### src/sv/mase_pkg.sv
package mase_pkg;

   localparam int MAX_DIM_DEF = 8;
   localparam int ELEM_WIDTH_DEF = 16;

   localparam int FUNC_W = 2;
   localparam int POS_W = 3;
   localparam int VALUE_W = 16;
   localparam int OP_W = 2;
   localparam int RES_W = 40;
   localparam int CSR_W = 4;
   localparam int CSR_IDX_W = 2;

   typedef enum logic [FUNC_W-1:0] {
      FUNC_WR_A    = 2'd0,
      FUNC_WR_B    = 2'd1,
      FUNC_COMPUTE = 2'd2
   } func_type;

   typedef enum logic [OP_W-1:0] {
      OP_ADD  = 2'd0,
      OP_SUB  = 2'd1,
      OP_RSUB = 2'd2,
      OP_MUL  = 2'd3
   } op_type;

   typedef enum logic [CSR_IDX_W-1:0] {
      CSR_ROWS_A = 2'd0,
      CSR_COLS_A = 2'd1,
      CSR_ROWS_B = 2'd2,
      CSR_COLS_B = 2'd3
   } csr_type;

   typedef struct packed {
      logic   term_en;
      logic   acc_en;
      logic   acc_clr;
      op_type op;
   } mac_ctl_type;

endpackage

### src/sv/mase_mac.sv
module mase_mac #(
   parameter int ELEM_WIDTH = mase_pkg::ELEM_WIDTH_DEF
) (
   input  logic                               clock,
   input  mase_pkg::mac_ctl_type              ctl,
   input  logic signed [ELEM_WIDTH-1:0]       opa,
   input  logic signed [ELEM_WIDTH-1:0]       opb,
   output logic signed [mase_pkg::RES_W-1:0]  acc
);
   import mase_pkg::*;

   localparam int PROD_W = 2 * ELEM_WIDTH;
   localparam int WIDE_W = (PROD_W > RES_W) ? PROD_W : RES_W;

   logic signed [PROD_W-1:0] prod;
   logic signed [WIDE_W-1:0] prod_wide;
   logic signed [RES_W-1:0]  term_in;
   logic signed [RES_W-1:0]  term_ff;
   logic signed [RES_W-1:0]  acc_in;
   logic signed [RES_W-1:0]  acc_ff;

   always_comb begin
      prod      = opa * opb;
      prod_wide = WIDE_W'(prod);
      unique case (ctl.op)
         OP_ADD:  term_in = RES_W'(opa) + RES_W'(opb);
         OP_SUB:  term_in = RES_W'(opa) - RES_W'(opb);
         OP_RSUB: term_in = RES_W'(opb) - RES_W'(opa);
         OP_MUL:  term_in = prod_wide[RES_W-1:0];
         default: term_in = '0;
      endcase
      acc_in = ctl.acc_clr ? term_ff : acc_ff + term_ff;
   end

   always_ff @(posedge clock) begin
      if (ctl.term_en) begin
         term_ff <= term_in;
      end
      if (ctl.acc_en) begin
         acc_ff <= acc_in;
      end
   end

   assign acc = acc_ff;

endmodule

### src/sv/matrix_add_sub_mul_engine.sv
// Matrix engine: req items with func write-A / write-B store one element (no result),
// and a compute item runs A+B, A-B, B-A or A*B over the shapes in the csr registers,
// returning every result element row-major with last on the final one, or a single
// dim_error item on a shape mismatch. All arithmetic goes through one shared
// multiply/add-accumulate unit fed by one read port per store: each multiply term
// passes the read, multiply and accumulate steps, a sum or difference element passes
// them once, and each element then waits in an output step for a free rsp register.
// A mismatch answer waits likewise in an error step. req_ready is low while a compute
// runs; write items are taken while the final result still waits in the rsp register.
module matrix_add_sub_mul_engine #(
   parameter int MAX_DIM    = mase_pkg::MAX_DIM_DEF,
   parameter int ELEM_WIDTH = mase_pkg::ELEM_WIDTH_DEF
) (
   input  logic                                 clock,
   input  logic                                 reset,

   input  logic                                 csr_we,
   input  logic [mase_pkg::CSR_IDX_W-1:0]       csr_index,
   input  logic [mase_pkg::CSR_W-1:0]           csr_wdata,

   input  logic                                 req_valid,
   output logic                                 req_ready,
   input  logic [mase_pkg::FUNC_W-1:0]          req_func,
   input  logic [mase_pkg::POS_W-1:0]           req_row,
   input  logic [mase_pkg::POS_W-1:0]           req_col,
   input  logic signed [mase_pkg::VALUE_W-1:0]  req_value,
   input  logic [mase_pkg::OP_W-1:0]            req_operation,

   output logic                                 rsp_valid,
   input  logic                                 rsp_ready,
   output logic [mase_pkg::POS_W-1:0]           rsp_out_row,
   output logic [mase_pkg::POS_W-1:0]           rsp_out_col,
   output logic signed [mase_pkg::RES_W-1:0]    rsp_result,
   output logic                                 rsp_dim_error,
   output logic                                 rsp_last
);
   import mase_pkg::*;

   localparam int DEPTH = MAX_DIM * MAX_DIM;
   localparam int AW    = $clog2(DEPTH);
   localparam int IDX_W = $clog2(MAX_DIM);
   localparam logic [AW-1:0] STRIDE = AW'(MAX_DIM);

   typedef enum logic [2:0] {
      S_IDLE,
      S_ERR,
      S_RD,
      S_MUL,
      S_ACC,
      S_OUT
   } state_type;

   function automatic logic [IDX_W-1:0] dim_m1(input logic [CSR_W-1:0] d);
      logic [CSR_W-1:0] dm;
      dm = d - CSR_W'(1);
      if (d == '0) begin
         return '0;
      end
      if (d > CSR_W'(MAX_DIM)) begin
         return IDX_W'(MAX_DIM - 1);
      end
      return dm[IDX_W-1:0];
   endfunction

   state_type             state_ff;
   op_type                op_ff;
   logic [IDX_W-1:0]      i_ff, j_ff, k_ff;
   logic [CSR_W-1:0]      rows_a_ff, cols_a_ff, rows_b_ff, cols_b_ff;
   logic                  rsp_valid_ff;
   logic [POS_W-1:0]      out_row_ff, out_col_ff;
   logic signed [RES_W-1:0] result_ff;
   logic                  dim_error_ff, last_ff;

   logic signed [ELEM_WIDTH-1:0] mem_a [DEPTH];
   logic signed [ELEM_WIDTH-1:0] mem_b [DEPTH];
   logic signed [ELEM_WIDTH-1:0] rd_a_ff, rd_b_ff;

   logic [IDX_W-1:0]      ra_m1, ca_m1, rb_m1, cb_m1, j_end;
   logic                  mismatch, out_free, in_range, wr_a, wr_b, req_fire;
   logic [AW-1:0]         wr_addr, rd_addr_a, rd_addr_b;
   logic signed [ELEM_WIDTH-1:0] wr_data;
   op_type                req_op;
   func_type              req_fn;
   mac_ctl_type           mac_ctl;
   logic signed [RES_W-1:0] mac_acc;

   always_comb begin
      ra_m1    = dim_m1(rows_a_ff);
      ca_m1    = dim_m1(cols_a_ff);
      rb_m1    = dim_m1(rows_b_ff);
      cb_m1    = dim_m1(cols_b_ff);
      req_op   = op_type'(req_operation);
      req_fn   = func_type'(req_func);
      mismatch = (req_op == OP_MUL) ? (ca_m1 != rb_m1)
                                    : ((ra_m1 != rb_m1) || (ca_m1 != cb_m1));
      j_end    = (op_ff == OP_MUL) ? cb_m1 : ca_m1;
      out_free = !rsp_valid_ff || rsp_ready;
      req_ready = (state_ff == S_IDLE);
      req_fire  = req_valid && req_ready;

      in_range = ({1'b0, req_row} < (POS_W + 1)'(MAX_DIM)) &&
                 ({1'b0, req_col} < (POS_W + 1)'(MAX_DIM));
      wr_addr  = AW'(req_row) * STRIDE + AW'(req_col);
      wr_data  = ELEM_WIDTH'(req_value);
      wr_a     = req_fire && in_range && (req_fn == FUNC_WR_A);
      wr_b     = req_fire && in_range && (req_fn == FUNC_WR_B);

      if (op_ff == OP_MUL) begin
         rd_addr_a = AW'(i_ff) * STRIDE + AW'(k_ff);
         rd_addr_b = AW'(k_ff) * STRIDE + AW'(j_ff);
      end else begin
         rd_addr_a = AW'(i_ff) * STRIDE + AW'(j_ff);
         rd_addr_b = rd_addr_a;
      end

      mac_ctl.term_en = (state_ff == S_MUL);
      mac_ctl.acc_en  = (state_ff == S_ACC);
      mac_ctl.acc_clr = (op_ff != OP_MUL) || (k_ff == '0);
      mac_ctl.op      = op_ff;
   end

   always_ff @(posedge clock) begin
      if (wr_a) begin
         mem_a[wr_addr] <= wr_data;
      end
      if (wr_b) begin
         mem_b[wr_addr] <= wr_data;
      end
      rd_a_ff <= mem_a[rd_addr_a];
      rd_b_ff <= mem_b[rd_addr_b];
   end

   mase_mac #(
      .ELEM_WIDTH(ELEM_WIDTH)
   ) u_mac (
      .clock (clock),
      .ctl   (mac_ctl),
      .opa   (rd_a_ff),
      .opb   (rd_b_ff),
      .acc   (mac_acc)
   );

   always_ff @(posedge clock) begin
      if (reset) begin
         state_ff     <= S_IDLE;
         op_ff        <= OP_ADD;
         i_ff         <= '0;
         j_ff         <= '0;
         k_ff         <= '0;
         rsp_valid_ff <= 1'b0;
         rows_a_ff    <= CSR_W'(1);
         cols_a_ff    <= CSR_W'(1);
         rows_b_ff    <= CSR_W'(1);
         cols_b_ff    <= CSR_W'(1);
      end else begin
         if (csr_we) begin
            unique case (csr_type'(csr_index))
               CSR_ROWS_A: rows_a_ff <= csr_wdata;
               CSR_COLS_A: cols_a_ff <= csr_wdata;
               CSR_ROWS_B: rows_b_ff <= csr_wdata;
               CSR_COLS_B: cols_b_ff <= csr_wdata;
               default: ;
            endcase
         end

         if (rsp_ready && (state_ff != S_ERR) && (state_ff != S_OUT)) begin
            rsp_valid_ff <= 1'b0;
         end

         unique case (state_ff)
            S_IDLE: begin
               if (req_fire && (req_fn == FUNC_COMPUTE)) begin
                  op_ff    <= req_op;
                  i_ff     <= '0;
                  j_ff     <= '0;
                  k_ff     <= '0;
                  state_ff <= mismatch ? S_ERR : S_RD;
               end
            end
            S_ERR: begin
               if (out_free) begin
                  rsp_valid_ff <= 1'b1;
                  out_row_ff   <= '0;
                  out_col_ff   <= '0;
                  result_ff    <= '0;
                  dim_error_ff <= 1'b1;
                  last_ff      <= 1'b1;
                  state_ff     <= S_IDLE;
               end
            end
            S_RD: begin
               state_ff <= S_MUL;
            end
            S_MUL: begin
               state_ff <= S_ACC;
            end
            S_ACC: begin
               if ((op_ff != OP_MUL) || (k_ff == ca_m1)) begin
                  state_ff <= S_OUT;
               end else begin
                  k_ff     <= k_ff + IDX_W'(1);
                  state_ff <= S_RD;
               end
            end
            S_OUT: begin
               if (out_free) begin
                  rsp_valid_ff <= 1'b1;
                  out_row_ff   <= POS_W'(i_ff);
                  out_col_ff   <= POS_W'(j_ff);
                  result_ff    <= mac_acc;
                  dim_error_ff <= 1'b0;
                  last_ff      <= (i_ff == ra_m1) && (j_ff == j_end);
                  k_ff         <= '0;
                  state_ff     <= S_RD;
                  if (j_ff == j_end) begin
                     j_ff <= '0;
                     if (i_ff == ra_m1) begin
                        state_ff <= S_IDLE;
                     end else begin
                        i_ff <= i_ff + IDX_W'(1);
                     end
                  end else begin
                     j_ff <= j_ff + IDX_W'(1);
                  end
               end
            end
            default: state_ff <= S_IDLE;
         endcase
      end
   end

   assign rsp_valid     = rsp_valid_ff;
   assign rsp_out_row   = out_row_ff;
   assign rsp_out_col   = out_col_ff;
   assign rsp_result    = result_ff;
   assign rsp_dim_error = dim_error_ff;
   assign rsp_last      = last_ff;

endmodule

### config.mk
export PLATFORM = sky130hd
export DESIGN_NAME = matrix_add_sub_mul_engine
export DESIGN_NICKNAME = d
export VERILOG_FILES = /design/src/sv/mase_pkg.sv /design/src/sv/mase_mac.sv /design/src/sv/matrix_add_sub_mul_engine.sv
export SDC_FILE = /design/constraint.sdc
export NUM_CORES = 2
export LEC_CHECK = 0
export BUFFER_PORTS_ARGS = -buffer_cell sky130_fd_sc_hd__buf_2
export CAP_MARGIN = 25
export CORE_MARGIN = 4
export CORE_UTILIZATION = 30
export DETAILED_ROUTE_END_ITERATION = 8
export HOLD_SLACK_MARGIN = 0.12
export PLACE_DENSITY = 0.42
export SYNTH_ARGS = -nofsm -noshare
export SYNTH_HDL_FRONTEND = slang
export SYNTH_SLANG_ARGS = --single-unit
### constraint.sdc
create_clock -name clock -period 8.6 [get_ports clock]
set_clock_uncertainty 0.1 [all_clocks]
set_input_delay 2.15 -clock clock [delete_from_list [all_inputs] [get_ports clock]]
set_output_delay 2.15 -clock clock [all_outputs]
set_load 0.005 [all_outputs]
==> flow_summary_export.csv <==
group,metric,value,unit
global_routing,grt_pass1_vias,53605,
drt,route.detailed.drc,0,
yosys,synth_area_per_cell,18.3,sq um
layout,utilization,34.8,%
placed_design,place_area,0.106,sq mm
worst_setup_path,start_kind,"flip-flop",
layout,drive_gt1_share,23.4,%
timing,slew_headroom,16.0,%
worst_setup_path,crit_path_end_kind,"flip-flop",
global_routing,grtUsageMet2,27.1,%
placed_design,gp_congestion,0.860,
drt,drt_wl_total,289,mm
global_routing,grt_usage,16.8,%
clocking,cts_buffers,265,
placed_design,hpwl,183,mm
yosys,synth-async-reset-ratio,0,%
power_and_ir_drop,pwr_density_cell,238,mW/mm^2
drt,via_per_inst,4.94,
global_routing,grt_start_max_net_pins,110,
layout,stdcell_area,0.114,sq mm
yosys,synth_top_area_share,65.7,%
timing,min_period_over_period,86.5,%
yosys,ys_warn_count,0,
clocking,cts.sinks,2231,
min_path,min_to,"cols_a_ff[0]$_SDFFE_PP1P_",
worst_setup_path,worstPathArrival,7890,ps
power_and_ir_drop,p_leak,38.4,nW
floorplanning,core,0.328,sq mm
clocking,clk_pin_slew_worst_paths,60,ps
clocking,ctsHtreeMaxLevel,5,
layout,fill_cells,30862,
clocking,postCtsSetupBuffers,0,
timing,worst_slack,1160,ps
yosys,synth-edff-count,2168,
yosys,synthDistinctLibCells,74,
timing,min_period,7440,ps
clocking,cts_resized,0,
clocking,clkLatencyLatePin,860,ps
timing,drv_slew,0,
yosys,synth_top_flop_cell,"edfxtp_1",
clocking,ctsHoldBuffers,0,
placed_design,post-place-ws,1190,ps
drt,drt_iter0_markers,3910,
layout,final_common_cell,"edfxtp_1",
drt,first_pass_iters,5,
min_path,hp-class,"reg -> reg",
clocking,cts-root-buf,"clkbuf_16",
worst_setup_path,required,9060,ps
timing,finalSetupTns,0,ps
timing,fmax,134,MHz
global_routing,antenna_found_initial,23,
yosys,synth_top_area_cell,"edfxtp_1",
worst_setup_path,reg2reg_slack,1160,ps
yosys,syn-cell-area,0.0991,sq mm
yosys,synth_area_leaders,"edfxtp_1, mux4_2, fa_1",
power_and_ir_drop,ir_drop,243,uV
yosys,syn_inst,5426,
worst_setup_path,critical_path_class,"reg -> reg",
timing,hold_viol_final,0,
yosys,synthesis.nets,5906,
worst_setup_path,reg2reg_to,"u_mac.term_ff[30]$_DFFE_PN_",
min_path,hp-start,"cols_a_ff[0]$_SDFFE_PP1P_",
floorplanning,rows,210,
layout,nNetsFinal,6202,
timing,grt_setup_unrepaired,"no",
drt,vias,50787,
layout,final_cell_mix,"edfxtp_1, mux4_2, inv_1",
worst_setup_path,critPathLaunch,"rd_b_ff[7]$_DFF_P_",
worst_setup_path,worstPathMaxFanout,15,
global_routing,grtUsageMet3,2.44,%
floorplanning,die_h,583,microns
layout,area_growth_syn_to_layout,15.1,%
floorplanning,ios,87,
timing,worst_slew_pin_slew,1250,ps
floorplanning,die_area,0.340,sq mm
placed_design,placement.io_buffers,86,
global_routing,gr-total-overflow,0,
worst_setup_path,rr_startpoint,"rd_b_ff[7]$_DFF_P_",
outcome,status,"completed",
global_routing,grt_pass1_wl,412,mm
floorplanning,die_w,583,microns
job,maxCapViolations,0,
drt,postRouteAntennaNets,0,
yosys,ys_ff_latch,2231,
clocking,cts_buffer_depth,4,
timing,finalSetupViolations,0,
worst_setup_path,reg2reg_depth,24,
clocking,cts_tree,"done",
min_path,min_path_cells,1,
yosys,synth-seq-area-share,67.0,%
global_routing,gr-max-usage-layer,"met2",
floorplanning,start_util,30.2,%
drt,wl_per_cell,28.1,microns
global_routing,grt.met1_usage,24.1,%
## cells by family after synthesis
group / count (synthesis) / share of synthesized area (%)
and+or+nand+nor: 852 / 3.80
adders and majority gates: 446 / 7.64
xor gates and xnor gates: 109 / 0.963
buffers and inverters: 644 / 2.50
DFF: 2231 / 67.0
AOI/OAI and AO/OA: 460 / 2.93
muxes: 684 / 15.2
## power breakdown
group	internal, mW	leakage, nW	switching, mW
clock	6.13	3.92	4.44
sequential	11.9	20.1	0.0229
combinational	1.86	14.4	2.81
total	19.9	38.4	7.26
## routing by layer
metal / up-vias / wire, microns
met3: 317 / 12300
li1: 21765 / -
met2: 1143 / 137000
met4: 4 / 5870
met1: 27558 / 133000
met5: - / 26
## critical path: stages (launching register included)
cell	delay (ps)
dfxtp_1	850
ha_1	350
inv_1	90
fa_1	480
inv_1	50
fa_1	500
inv_1	70
fa_1	530
inv_1	50
fa_1	380
fa_1	510
inv_1	50
fa_1	470
inv_1	40
ha_1	360
a41oi_1	240
o221ai_1	160
a21oi_1	130
o21ai_1	230
a2111oi_1	640
nor2_1	160
a211o_1	290
a21oi_1	170
xor2_1	160
o21ai_1	60
## cell usage after synthesis (63+ instances only)
cell type	n
edfxtp_1	2168
mux4_2	657
inv_1	381
nor2_1	370
fa_1	266
nand2_1	257
ha_1	177
clkbuf_1	167
o21ai_0	120
a21oi_1	109
xnor2_1	70
dfxtp_1	63
## layout make-up
class	count	area [sq um]	area share, %
Timing Repair Buffer	278	2070	1.82
Sequential cell	2231	66400	58.2
Tap cell	4346	5440	4.77
Multi-Input combinational cell	2551	30600	26.8
Clock inverter	125	972	0.852
Clock buffer	346	7090	6.22
Antenna cell	10	25.0	0.0219
Inverter	395	1480	1.30
## flip-flops by register name (all words and copies together) (netlist names), 16 cells and up
| register | flops |
|---|---|
| rd_a_ff | 16 |
| u_mac.term_ff | 32 |
| mem_b | 1024 |
| u_mac.acc | 40 |
| rsp_result | 40 |
| rd_b_ff | 16 |
| mem_a | 1024 |
## stage by stage
stage | hold slack, ps | power (mW) | std cells
global route | 382 | 28.6 | 10277
detailed placement | 353 | 16.9 | 9798
CTS | 366 | 27.6 | 10269
floorplan | 335 | 15.5 | 5426
finish | 363 | 27.2 | 10282
global placement | 349 | 16.9 | 9794
## worst max path at each step
| stage | end | cells after the start |
|---|---|---|
| 3_3_place_gp | u_mac.term_ff[30]$_DFFE_PN_ | 23 |
| 3_5_place_dp | u_mac.term_ff[38]$_DFFE_PN_ | 22 |
| 4_1_cts | u_mac.term_ff[38]$_DFFE_PN_ | 22 |
| 2_1_floorplan | u_mac.term_ff[38]$_DFFE_PN_ | 22 |
| 6_report | u_mac.term_ff[30]$_DFFE_PN_ | 24 |
| 5_1_grt | u_mac.term_ff[38]$_DFFE_PN_ | 22 |
Note: power is estimated with default switching activity, not from simulation.
